===== config.mk =====
export PLATFORM = sky130hd
export DESIGN_NAME = base64_stream_encoder
export DESIGN_NICKNAME = d
export VERILOG_FILES = /design/src/hw/rtl/b64enc_pkg.sv /design/src/hw/rtl/b64enc_front.sv /design/src/hw/rtl/b64enc_queue.sv /design/src/hw/rtl/b64enc_back.sv /design/src/hw/rtl/base64_stream_encoder.sv
export SDC_FILE = /design/constraint.sdc
export NUM_CORES = 1
export LEC_CHECK = 0
export BUFFER_PORTS_ARGS = -buffer_cell sky130_fd_sc_hd__buf_2
export CAP_MARGIN = 0
export CELL_PAD_IN_SITES_DETAIL_PLACEMENT = 2
export CELL_PAD_IN_SITES_GLOBAL_PLACEMENT = 2
export CORE_ASPECT_RATIO = 0.5
export CORE_MARGIN = 1
export CORE_UTILIZATION = 28
export DETAILED_ROUTE_END_ITERATION = 7
export GPL_ROUTABILITY_DRIVEN = 0
export GPL_TIMING_DRIVEN = 0
export HOLD_SLACK_MARGIN = 0.05
export PLACE_DENSITY_LB_ADDON = 0.1
export SETUP_SLACK_MARGIN = 0.15
export SYNTH_ARGS = -nofsm -noshare
export SYNTH_HDL_FRONTEND = slang
export SYNTH_HIERARCHICAL = 1
export SYNTH_SLANG_ARGS = --single-unit

===== constraint.sdc =====
create_clock -name clk -period 4.8 [get_ports clk]
set_clock_uncertainty 0.15 [all_clocks]
set_input_delay 0.24 -clock clk [delete_from_list [all_inputs] [get_ports clk]]
set_output_delay 0.24 -clock clk [all_outputs]
set_load 0.01 [all_outputs]

===== src/hw/rtl/b64enc_pkg.sv =====
`timescale 1ns / 1ps
// ----------------------------------------------------------------------------
// b64enc_pkg
// Shared types, constants and the sextet-to-character mapping for the
// base64 stream encoder.
// ----------------------------------------------------------------------------
package b64enc_pkg;

    localparam int CHAR_W      = 7;
    localparam int SEXTET_W    = 6;
    localparam int BYTE_W      = 8;
    localparam int JOB_CHARS   = 4;
    localparam int JOB_IDX_W   = 2;
    localparam int QUEUE_DEPTH = 2;
    localparam int QUEUE_PTR_W = 1;
    localparam int QUEUE_CNT_W = 2;

    localparam logic [CHAR_W-1:0] CHAR_PAD   = 7'h3D;
    localparam logic [CHAR_W-1:0] CHAR_PLUS  = 7'h2B;
    localparam logic [CHAR_W-1:0] CHAR_SLASH = 7'h2F;
    localparam logic [CHAR_W-1:0] CHAR_UC_A  = 7'h41;
    localparam logic [CHAR_W-1:0] CHAR_LC_A  = 7'h61;
    localparam logic [CHAR_W-1:0] CHAR_ZERO  = 7'h30;

    localparam logic [SEXTET_W-1:0] SEXTET_LC_BASE  = 6'd26;
    localparam logic [SEXTET_W-1:0] SEXTET_DIG_BASE = 6'd52;
    localparam logic [SEXTET_W-1:0] SEXTET_PLUS     = 6'd62;
    localparam logic [SEXTET_W-1:0] SEXTET_SLASH    = 6'd63;

    typedef enum logic [1:0] {
        PHASE_FIRST  = 2'd0,
        PHASE_SECOND = 2'd1,
        PHASE_THIRD  = 2'd2
    } phase_t;

    // characters of one input byte, handed from front to back
    typedef struct packed {
        logic [JOB_CHARS-1:0][CHAR_W-1:0] chars;
        logic [JOB_IDX_W-1:0]             last_idx;
        logic                             final_msg;
    } job_t;

    function automatic logic [CHAR_W-1:0] sextet_char(input logic [SEXTET_W-1:0] v);
        logic [CHAR_W-1:0] c;
        if (v < SEXTET_LC_BASE) begin
            c = CHAR_UC_A + {1'b0, v};
        end
        else if (v < SEXTET_DIG_BASE) begin
            c = CHAR_LC_A + {1'b0, v - SEXTET_LC_BASE};
        end
        else if (v < SEXTET_PLUS) begin
            c = CHAR_ZERO + {1'b0, v - SEXTET_DIG_BASE};
        end
        else if (v == SEXTET_PLUS) begin
            c = CHAR_PLUS;
        end
        else begin
            c = CHAR_SLASH;
        end
        return c;
    endfunction

endpackage


===== src/hw/rtl/b64enc_front.sv =====
`timescale 1ns / 1ps
// ----------------------------------------------------------------------------
// b64enc_front
// Accepts raw bytes, tracks group position and leftover bits, and turns each
// byte into a job of one to four characters.
// ----------------------------------------------------------------------------
module b64enc_front
    import b64enc_pkg::*;
(
    input  logic              clk,
    input  logic              rst_n,
    input  logic              in_valid,
    output logic              in_ready,
    input  logic [BYTE_W-1:0] data_byte,
    input  logic              final_byte,
    input  logic              queue_full,
    output logic              push,
    output job_t              job
);

    phase_t      phase_reg, phase_next;
    logic [3:0]  carry_reg, carry_next;

    assign in_ready = !queue_full;
    assign push     = in_valid && !queue_full;

    always_comb
    begin
        job           = '0;
        job.final_msg = final_byte;
        phase_next    = phase_reg;
        carry_next    = carry_reg;
        unique case (phase_reg)
            PHASE_SECOND:
            begin
                job.chars[0] = sextet_char({carry_reg[1:0], data_byte[7:4]});
                job.chars[1] = sextet_char({data_byte[3:0], 2'b00});
                job.chars[2] = CHAR_PAD;
                job.last_idx = final_byte ? 2'd2 : 2'd0;
                carry_next   = data_byte[3:0];
                phase_next   = PHASE_THIRD;
            end
            PHASE_THIRD:
            begin
                job.chars[0] = sextet_char({carry_reg, data_byte[7:6]});
                job.chars[1] = sextet_char(data_byte[5:0]);
                job.last_idx = 2'd1;
                carry_next   = 4'd0;
                phase_next   = PHASE_FIRST;
            end
            default:
            begin
                job.chars[0] = sextet_char(data_byte[7:2]);
                job.chars[1] = sextet_char({data_byte[1:0], 4'b0000});
                job.chars[2] = CHAR_PAD;
                job.chars[3] = CHAR_PAD;
                job.last_idx = final_byte ? 2'd3 : 2'd0;
                carry_next   = {2'b00, data_byte[1:0]};
                phase_next   = PHASE_SECOND;
            end
        endcase
        if (final_byte) begin
            phase_next = PHASE_FIRST;
            carry_next = 4'd0;
        end
    end

    always_ff @(posedge clk or negedge rst_n)
    begin
        if (!rst_n) begin
            phase_reg <= PHASE_FIRST;
            carry_reg <= 4'd0;
        end
        else if (push) begin
            phase_reg <= phase_next;
            carry_reg <= carry_next;
        end
    end

endmodule


===== src/hw/rtl/b64enc_queue.sv =====
`timescale 1ns / 1ps
// ----------------------------------------------------------------------------
// b64enc_queue
// Short job queue between the front and the back.
// ----------------------------------------------------------------------------
module b64enc_queue
    import b64enc_pkg::*;
(
    input  logic clk,
    input  logic rst_n,
    input  logic push,
    input  job_t push_job,
    output logic full,
    input  logic pop,
    output logic not_empty,
    output job_t head_job
);

    job_t                   entry_reg [QUEUE_DEPTH];
    logic [QUEUE_PTR_W-1:0] wr_ptr_reg, rd_ptr_reg;
    logic [QUEUE_CNT_W-1:0] count_reg;

    assign full      = (count_reg == QUEUE_CNT_W'(QUEUE_DEPTH));
    assign not_empty = (count_reg != '0);
    assign head_job  = entry_reg[rd_ptr_reg];

    always_ff @(posedge clk)
    begin
        if (push) begin
            entry_reg[wr_ptr_reg] <= push_job;
        end
    end

    always_ff @(posedge clk or negedge rst_n)
    begin
        if (!rst_n) begin
            wr_ptr_reg <= '0;
            rd_ptr_reg <= '0;
            count_reg  <= '0;
        end
        else begin
            if (push) begin
                wr_ptr_reg <= wr_ptr_reg + 1'b1;
            end
            if (pop) begin
                rd_ptr_reg <= rd_ptr_reg + 1'b1;
            end
            if (push && !pop) begin
                count_reg <= count_reg + 1'b1;
            end
            else if (pop && !push) begin
                count_reg <= count_reg - 1'b1;
            end
        end
    end

endmodule


===== src/hw/rtl/b64enc_back.sv =====
`timescale 1ns / 1ps
// ----------------------------------------------------------------------------
// b64enc_back
// Takes jobs from the queue and sends their characters one per cycle, unless
// out_ready stalls them, through a registered output stage.
// ----------------------------------------------------------------------------
module b64enc_back
    import b64enc_pkg::*;
(
    input  logic              clk,
    input  logic              rst_n,
    input  logic              job_avail,
    input  job_t              head_job,
    output logic              pop,
    output logic              out_valid,
    input  logic              out_ready,
    output logic [CHAR_W-1:0] out_char,
    output logic              final_char
);

    job_t                 cur_reg;
    logic                 cur_valid_reg;
    logic [JOB_IDX_W-1:0] idx_reg;
    logic                 out_valid_reg;
    logic [CHAR_W-1:0]    char_reg;
    logic                 last_reg;
    logic                 advance;
    logic                 send;
    logic                 at_end;

    assign advance = !out_valid_reg || out_ready;
    assign send    = advance && cur_valid_reg;
    assign at_end  = (idx_reg == cur_reg.last_idx);
    assign pop     = job_avail && (!cur_valid_reg || (send && at_end));

    assign out_valid  = out_valid_reg;
    assign out_char   = char_reg;
    assign final_char = last_reg;

    always_ff @(posedge clk)
    begin
        if (pop) begin
            cur_reg <= head_job;
        end
        if (send) begin
            char_reg <= cur_reg.chars[idx_reg];
            last_reg <= cur_reg.final_msg && at_end;
        end
    end

    always_ff @(posedge clk or negedge rst_n)
    begin
        if (!rst_n) begin
            cur_valid_reg <= 1'b0;
            idx_reg       <= '0;
            out_valid_reg <= 1'b0;
        end
        else begin
            if (advance) begin
                out_valid_reg <= cur_valid_reg;
            end
            if (pop) begin
                cur_valid_reg <= 1'b1;
                idx_reg       <= '0;
            end
            else if (send) begin
                if (at_end) begin
                    cur_valid_reg <= 1'b0;
                end
                else begin
                    idx_reg <= idx_reg + 1'b1;
                end
            end
        end
    end

endmodule


===== src/hw/rtl/base64_stream_encoder.sv =====
`timescale 1ns / 1ps
// ----------------------------------------------------------------------------
// base64_stream_encoder
// Streaming base64 encoder, standard alphabet, no line wrapping.
//
//   channel  dir  contents                               marker
//   s_*      in   tdata[7:0] data_byte                   tlast final_byte
//   m_*      out  tdata[6:0] out_char, tdata[7] zero     tlast final_char
//
// A byte is taken every cycle while the two-entry job queue has room.
// Characters leave one per cycle from the output register unless the output
// stalls; a body byte yields one character as first or second of a group and
// two as third, and a final byte four as first, three as second, two as third.
// Characters pass the queue entry, current-job register and output register.
// Reset clears group position, carried bits, queue and output valid.
// Input stalls only when the queue is full; output stalls back up the queue.
// ----------------------------------------------------------------------------
module base64_stream_encoder
    import b64enc_pkg::*;
(
    input  logic       clk,
    input  logic       rst_n,
    input  logic       s_tvalid,
    output logic       s_tready,
    input  logic [7:0] s_tdata,   // data_byte
    input  logic       s_tlast,
    output logic       m_tvalid,
    input  logic       m_tready,
    output logic [7:0] m_tdata,   // out_char, zero
    output logic       m_tlast
);

    logic              push;
    logic              pop;
    logic              full;
    logic              not_empty;
    job_t              push_job;
    job_t              head_job;
    logic [CHAR_W-1:0] out_char;

    b64enc_front u_front (
        .clk        (clk),
        .rst_n      (rst_n),
        .in_valid   (s_tvalid),
        .in_ready   (s_tready),
        .data_byte  (s_tdata),
        .final_byte (s_tlast),
        .queue_full (full),
        .push       (push),
        .job        (push_job)
    );

    b64enc_queue u_queue (
        .clk       (clk),
        .rst_n     (rst_n),
        .push      (push),
        .push_job  (push_job),
        .full      (full),
        .pop       (pop),
        .not_empty (not_empty),
        .head_job  (head_job)
    );

    b64enc_back u_back (
        .clk        (clk),
        .rst_n      (rst_n),
        .job_avail  (not_empty),
        .head_job   (head_job),
        .pop        (pop),
        .out_valid  (m_tvalid),
        .out_ready  (m_tready),
        .out_char   (out_char),
        .final_char (m_tlast)
    );

    assign m_tdata = {1'b0, out_char};

endmodule


# --- Yosys cells after proc, flatten, opt, wreduce, memory -nomap -nowiden ---
# Memories as Yosys holds them, arrays and structs flattened. A register that Yosys moved wholly into a read port is not among the register bits.
# Cells that the tools add are included.
classes:
  add_sub_neg: 35
  n_mul: 0
  n_div: 0
  order_cmp: 19
  eq_ne: 9
  shift: 0
  n_mux: 43
  n_bitwise: 0
  reduce_logical: 21
ops:
  columns: ["cell", "n"]
  rows:
  - ["$mux 7", 19]
  - ["$add 7x6->7 const A", 12]
  - ["$lt 6x6->1 const B", 12]
  - ["$add 6x6->7 const A", 6]
  - ["$lt 6x5->1 const B", 6]
  - ["$sub 6x5->6 const B", 6]
  - ["$sub 6x6->6 const B", 6]
  - ["$pmux 16 s2", 1]
  - ["$eq 6x6->1 const B", 4]
  - ["$mux 2", 8]
  - ["$bmux 7 s2", 1]
  - ["$mux 3", 4]
  - ["$mux 6", 2]
  - ["$pmux 4 s2", 1]
  - ["$reduce_bool 2->1", 4]
  - ["$logic_and 1x1->1", 7]
  - ["$logic_not 1->1", 5]
  - ["$mux 1", 5]
  - ["$add 2x1->2 const B", 2]
  - ["$eq 2x2->1 const B", 2]
  - ["$mux 4", 1]
  - ["$pmux 2 s2", 1]
  - ["$reduce_and 2->1", 2]
  - ["$lt 2x3->1 const B", 1]
  - ["other kinds (7)", 9]
word_totals:
  regBits: 36
  latch_bits: 0
  ramBits: 58
  mem_bits_ro: 0
  wordCells: 140
  mem_count: 1
memory_table:
  columns: ["name", "depth", "word_bits", "read_ports", "rd_ports_with_merged_regs", "write_ports", "line", "source"]
  rows:
  - ["u_queue.entry_reg", 2, 29, 1, 1, 1, "b64enc_queue.sv:19", "job_t entry_reg [QUEUE_DEPTH];"]

# --- Depth between registers and ports, before layout ---
# Gate-level depths: netlist (run 1).
depth:
  depth_word: 9
  mapped_depth: 10
  mapped_depth_nobuf: 9

# --- By module ---
# The synthesis (run 1) kept the hierarchy.
modules_own_cells:
  columns: ["mod", "instances", "cells_each", "area_each_um2", "seq_area_each_um2"]
  rows:
  - ["b64enc_front", 1, 382, 2748.9, 150.1]
  - ["b64enc_queue", 1, 113, 2580.0, 1961.9]
  - ["b64enc_back", 1, 70, 1571.5, 1271.2]
  - ["base64_stream_encoder", 1, 2, 11.3, 0.0]

# --- Worst setup path after synthesis (run 1) ---
# OpenSTA, ideal clock, no wires.
synth_path:
  kind: "reg2reg"
  start: "reg u_queue.count_reg[1]"
  end: "mem u_queue/entry_reg[0][0] (netlist bit) (enable)"
  setup_ns: 0.423
  t_arrival_ns: 2.379
  slack_ns: 1.849
  stages_incl_launch_ff: 6
  path_buffers: 0
  period_less_slack_ns: 2.951
  cell_sequence: "dfrtp_1 > nor2b_1 > inv_1 > nand2_1 > inv_1 > nor2b_1"
synth_between:
  elab_chain_cells: 5
synth_rtl:
  columns: ["item", "line", "source"]
  rows:
  - ["start: declaration", "b64enc_queue.sv:21", "logic [QUEUE_CNT_W-1:0] count_reg;"]
  - ["start signal: assignment", "b64enc_queue.sv:49", "count_reg <= count_reg + 1'b1;"]
  - ["start signal: assignment", "b64enc_queue.sv:52", "count_reg <= count_reg - 1'b1;"]
  - ["$eq 2x2->1", "b64enc_queue.sv:23", "assign full = (count_reg == QUEUE_CNT_W'(QUEUE_DEPTH));"]
  - ["named net full", "base64_stream_encoder.sv:35", "logic full;"]
  - ["$logic_not 1->1", null, null]
  - ["named net s_tready", "base64_stream_encoder.sv:24", "output logic s_tready,"]
  - ["$logic_and 1x1->1", "b64enc_front.sv:25", "assign push = in_valid && !queue_full;"]
  - ["named net push", "base64_stream_encoder.sv:33", "logic push;"]
  - ["$mux 1", "b64enc_queue.sv:29", "if (push) begin"]
  - ["$mux 1 (implied by the code)", "b64enc_queue.sv:30", "entry_reg[wr_ptr_reg] <= push_job;"]
  - ["end: declaration", "b64enc_queue.sv:19", null]
# The timed path passes the listed nets, and every way through them passes these cells.

==> results of run 1 <==
-- worst max path at each step --
stage                                              end  slack [ns]  depth (start not counted)
finish               u_queue/entry_reg[1][8]$_DFFE_PP_        1.37                          9
global route         u_queue/entry_reg[0][8]$_DFFE_PP_        1.10                          9
CTS                  u_queue/entry_reg[1][8]$_DFFE_PP_        1.37                          9
detailed placement  u_queue/entry_reg[1][15]$_DFFE_PP_        1.14                         10
global placement    u_queue/entry_reg[0][23]$_DFFE_PP_        0.77                          5
floorplan            u_queue/entry_reg[0][0]$_DFFE_PP_        1.85                          5
-- critical path, cell delays in order, from the launching register on --
cell	delay, ns
dfrtp_1	0.48
clkbuf_1	0.41
inv_1	0.24
ha_1	0.27
a21oi_1	0.45
mux2i_1	0.26
a31oi_1	0.10
a41oi_1	0.23
a31oi_1	0.12
a32oi_1	0.45
-- synthesized netlist by cell type, types with 2 or more instances --
library cell / count
edfxtp_1: 101
ha_1: 44
nand2_1: 40
a21oi_1: 37
xnor2_1: 30
mux2_4: 29
o21ai_0: 23
nor2_1: 21
xor2_1: 21
inv_1: 18
buf_4: 16
buf_2: 15
dfrtp_1: 14
nor2b_1: 12
a31oi_1: 11
mux2i_1: 8
nand2b_1: 8
clkbuf_1: 7
mux4_2: 7
nand3_1: 7
nand3b_1: 7
a211oi_1: 6
a221oi_1: 6
mux2_2: 5
o221ai_1: 5
nor3_1: 4
o31ai_1: 4
a21o_1: 3
and2_1: 3
buf_12: 3
nand4_1: 3
nor3b_1: 3
o211ai_1: 3
or2_2: 3
or3_1: 3
a211o_1: 2
a22o_1: 2
a22oi_1: 2
and3_1: 2
and3b_1: 2
buf_1: 2
buf_6: 2
conb_1: 2
-- per-stage QoR --
step | hold WS, ns | cell area (µm²) | setup slack, ns
final | 0.0689 | 8050 | 1.37
after CTS | 0.0532 | 8050 | 1.37
after floorplan | -0.206 | 6920 | 1.85
after global placement | 0.0237 | 7450 | 0.774
after global routing | 0.0741 | 8050 | 1.10
after detailed placement | 0.0305 | 7480 | 1.14
-- per-layer routing --
layer | vias up | part of all wire [%]
li1 | 2168 | -
met1 | 2296 | 52
met2 | 28 | 45
met3 | 16 | 1.4
met4 | 0 | 1.0
met5 | - | 0
-- cell type report --
class                   count  area, µm²  area share, %
well taps                 336        420           5.22
inverters                  19       71.3          0.886
multi-input cells         391       3170           39.4
clock buffers              27        503           6.25
repair buffers             24        140           1.74
plain buffers              45        312           3.87
clock inverters             5       50.0          0.622
flip-flops and latches    115       3380           42.0
-- report_power, final --
group          internal [mW]  switching, mW  leakage, nW
Clock                  0.761          0.402        0.275
Sequential              1.65          0.126         1.09
Combinational          0.801           1.04         1.70
-- repair_timing --
action / CTS / global route
resized for setup: 0 / 0
hold buffers: 1 / 0
endpoints found under the hold margin: 14 / 0
-- kinds of logic (layout without fill, tap and decap cells) --
| logic type | count (synthesis) | count (layout) | share of synthesized area [%] |
|---|---|---|---|
| buf+inv | 64 | 120 | 5.54 |
| fa+ha+maj | 44 | 44 | 7.97 |
| flops | 115 | 115 | 49.0 |
| mux | 49 | 49 | 10.6 |
| compound gates | 118 | 118 | 11.1 |
| xor+xnor | 51 | 51 | 6.46 |
| simple gates | 124 | 124 | 9.29 |
| other cells | 2 | 5 | 0.109 |
==> results.toml, run 1 <==
[outcome]
run_status = "completed"

[placement]
post-place-cells = 929
detailed_place_hpwl_um = 13600
port_buffers = 22

[setup_path]
worst_r2r_path_depth = 9
critical_path.reg2reg.startpoint = "u_front/carry_reg[0]$_DFFE_PN0P_"
critical_path_peak_fanout = 7
reg2reg_setup_slack_ns = 1.37
startpoint_type = "flip-flop"
worst_ep_required_time_ns = 4.80
beginning_of_the_critical_path = "u_front/carry_reg[0]$_DFFE_PN0P_"
r2r_end = "u_queue/entry_reg[1][8]$_DFFE_PP_"
worst_ep_arrival_time_ns = 3.43
worst-setup-path-type = "reg2reg"
critical_path.endpoint_type = "flip-flop"

[clock_network]
cts_tree = "yes"
htree_num_levels = 4
tritoncts.num_buffers = 17
clockBufferDepth = 2
cts.sinks = 115
cts.repair_timing.setup_buffer_count = 0
root_buffer = "clkbuf_16"
clock_pin_slew_reported_for_the_worst_setup_and_hold_paths_after_clock_tree_synthesis_ns = 0.05
worstSkewPairLatency_ns = 0.41

[floorplan]
die_area_um2 = 25400
boundaryPins = 24
initial_core_util_pct = 28.7
die_width_um = 224
floorplan.die.height_um = 113
core_area_um2 = 24100
floorplan.rows = 40

[timing]
maxSlewHeadroom_pct = 31.7
hold_viol = 0
tightest_slew_ns = 1.02
number_of_setup_violations_in_the_final_report = 0
fin_crit_ns = 3.43
setup-tns-final_ns = 0
rsz0062_at_grt = "false"
period_share_pct = 71.5
maxClockFrequency_mhz = 291
slew_viol_final = 0

[synth]
synth.yosys.warnings = 6
synth_cell_types = 64
sequential_area_share_after_synthesis_pct = 49.0
async_reset_ff_share_pct = 12.2
post_synth.cell_area_avg_um2 = 12.2
synth_flop_cell = "edfxtp_1"
synth-edff-count = 101
synth_top_cells_by_area = "edfxtp_1, ha_1, mux2_4"
synth_top_area_share_pct = 43.9
synth_area_leader_cell = "edfxtp_1"
count_of_state_elements_after_synthesis = 115
synthesized_instance_count = 567
synth.cell_area_um2 = 6910

[grt]
first_pass_grt_wire_length_um = 29200
global_route.usage.met1_pct = 21.8
grt_start_max_net_pins = 34
global_route_track_usage_on_met2_pct = 24.6
gr-usage-all-layers_pct = 15.5
number_of_antenna_violations_at_the_first_check_in_global_routing = 0
number_of_global_route_vias_before_repair = 4799
top_usage_layer = "met2"
grt.met3_usage_pct = 2.34
overflow = 0

[final_layout]
final_layout_size_suffix_gt1_share_pct = 21.7
largest_reg_flops = 62
layoutNonFillerInstCount = 962
antenna_cells = 0
finish.utilization_pct = 33.4
fillers = 2606
layout.cells.most_common_list = "edfxtp_1, ha_1, nand2_1"
design.final.nets = 670
layout.cells.most_common = "edfxtp_1"
area_overhead_of_the_layout_relative_to_synthesis_pct = 16.4

[drt]
wl_per_cell_um = 19.1
average_via_count_per_standard_cell = 4.69
drtPass1Iterations = 4
route.detailed.drc = 0
dr.first_iter.drc_count = 144
dr_vias = 4508
drt.antenna.violating_nets = 0
postRouteWirelength_um = 18300

[min_path]
hold_path_class = "in2reg"
worst_hold_path.num_cells = 2
hold_path.startpoint = "s_tlast"
hold_end = "u_queue/entry_reg[0][0]$_DFFE_PP_"

[run]
max_cap_violations = 0

[pwr]
power.total_mw = 4.78
max-vdd-ir-drop_v = 0.000271
power.density_cell_area_nw_per_um2 = 594
cell_leakage_power_nw = 3.06
(Power assumes the default switching activity.)
==> run 2: changes to the inputs <==
- clock period: 4.8 -> 3.2 ns (I/O delays scaled with it)
==> results.toml, run 2 (synthesis gave the netlist of run 1 again) <==
[placement]
detailed_place_hpwl_um = 13600
place_area_um2 = 7480
pre_cts_ws_ns = -0.378
port_buffers = 22

[floorplan]
floorplan.die.height_um = 113
initial_core_util_pct = 28.7
core_area_um2 = 24100
die_area_um2 = 25400
boundaryPins = 24
die_width_um = 224
floorplan.rows = 40

[clock_network]
tritoncts.num_buffers = 17
htree_num_levels = 4
root_buffer = "clkbuf_16"
cts.repair_timing.setup_buffer_count = 0
cts.sinks = 115
clock_pin_slew_reported_for_the_worst_setup_and_hold_paths_after_clock_tree_synthesis_ns = 0.05
worstSkewPairLatency_ns = 0.41
clockBufferDepth = 2
cts_tree = "yes"

[grt]
number_of_antenna_violations_at_the_first_check_in_global_routing = 0
gr-usage-all-layers_pct = 15.5
overflow = 0
first_pass_grt_wire_length_um = 29200
grt_start_max_net_pins = 34
number_of_global_route_vias_before_repair = 4808

[setup_path]
critical_path.endpoint_type = "flip-flop"
worst-setup-path-type = "reg2reg"
startpoint_type = "flip-flop"
critical_path_peak_fanout = 7
worst_ep_required_time_ns = 3.14
worst_ep_arrival_time_ns = 2.84

[final_layout]
fillers = 2599
area_overhead_of_the_layout_relative_to_synthesis_pct = 17.1
stdcell_area_um2 = 8090
final_layout_size_suffix_gt1_share_pct = 23.1
layout.cells.most_common = "edfxtp_1"
finish.utilization_pct = 33.6
antenna_cells = 0
design.final.nets = 671
largest_reg_flops = 62
layout.cells.most_common_list = "edfxtp_1, ha_1, nand2_1"

[pwr]
max-vdd-ir-drop_v = 0.000407
power.total_mw = 7.20
cell_leakage_power_nw = 3.08
power.density_cell_area_nw_per_um2 = 889

[outcome]
run_status = "completed"

[timing]
slew_viol_final = 0
maxSlewHeadroom_pct = 32.8
rsz0062_at_grt = "false"
maxClockFrequency_mhz = 346
fin_crit_ns = 2.89
tightest_slew_ns = 1.01
timing.final.ws_setup_ns = 0.308
hold_viol = 0
period_share_pct = 90.4
number_of_setup_violations_in_the_final_report = 0

[drt]
average_via_count_per_standard_cell = 4.69
dr.first_iter.drc_count = 153
postRouteWirelength_um = 18400
wl_per_cell_um = 19.1
drtPass1Iterations = 4
dr_vias = 4513
drt.antenna.violating_nets = 0
route.detailed.drc = 0

[min_path]
hold_path_class = "in2reg"

[run]
max_cap_violations = 0
==> run 2: cell types whose count changed in the layout (fill, tap and decap cells not counted), sizes merged <==
| cell | previous run | this run |
|---|---|---|
| clkinv | 5 | 4 |
| dlygate4sd3 | 1 | 3 |
| clkbuf | 34 | 33 |
| clkinvlp | 0 | 1 |
==> run 2: critical path, stage by stage (launching register included) <==
cell and delay, ns:
dfrtp_2 0.46, clkbuf_4 0.21, inv_1 0.20, ha_2 0.30, xor2_1 0.08, or3_4 0.36, o32a_1 0.32, a221oi_2 0.25
o211ai_1 0.21
==> run 2: final cells by class <==
cell class,count,area [µm²],area share [%]
multi-input combinational,391,3190,39.4
clock inverter,5,50.0,0.618
buffer,44,313,3.86
clock buffer,27,503,6.21
inverter,19,75.1,0.928
sequential,115,3380,41.8
timing repair buffer,26,160,1.98
tap,336,420,5.19
==> run 2: path summary, 6_finish.rpt <==
check	endpoint	cells after the start	from	slack (ns)
worst max-delay path	u_queue/entry_reg[1][9]$_DFFE_PP_	8	u_front/carry_reg[0]$_DFFE_PN0P_	0.31
worst min-delay path	u_front/carry_reg[0]$_DFFE_PN0P_	4	s_tvalid	0.05
worst max register to register	u_queue/entry_reg[1][9]$_DFFE_PP_	8	u_front/carry_reg[0]$_DFFE_PN0P_	0.31
worst min register to register	u_queue/count_reg[1]$_DFFE_PN0P_	1	u_queue/count_reg[1]$_DFFE_PN0P_	0.33
max in group asynchronous	u_front/carry_reg[0]$_DFFE_PN0P_	3	rst_n	1.68
min in group asynchronous	u_front/carry_reg[1]$_DFFE_PN0P_	3	rst_n	0.72
==> run 2: layer usage <==
layer	share of wire, %	up-vias	global-route usage (%)
li1	-	2169	-
met1	52	2297	21.8
met2	46	31	24.6
met3	1.5	16	2.34
met4	1.0	0	4.49
met5	0	-	0
==> run 2: repair_timing <==
| action | CTS | global route |
|---|---|---|
| gates resized for setup | 6 | 4 |
| pin swaps | 0 | 0 |
| endpoints found under the hold margin | 24 | 0 |
| hold buffers | 3 | 0 |
| endpoints found under the setup margin | 18 | 10 |
==> run 2: metrics by stage <==
step | cells | hold slack [ns] | setup TNS [ns]
final | 963 | 0.0542 | 0
after global routing | 963 | 0.107 | 0
after CTS | 964 | 0.0553 | 0
after detailed placement | 929 | -0.0495 | -2.97
after global placement | 928 | -0.0563 | -28.58
after floorplan | 570 | -0.286 | 0
==> run 2: power breakdown <==
group	switching (mW)	leakage, nW	internal [mW]
Clock	0.604	0.275	1.14
Sequential	0.190	1.09	2.47
Combinational	1.57	1.71	1.22
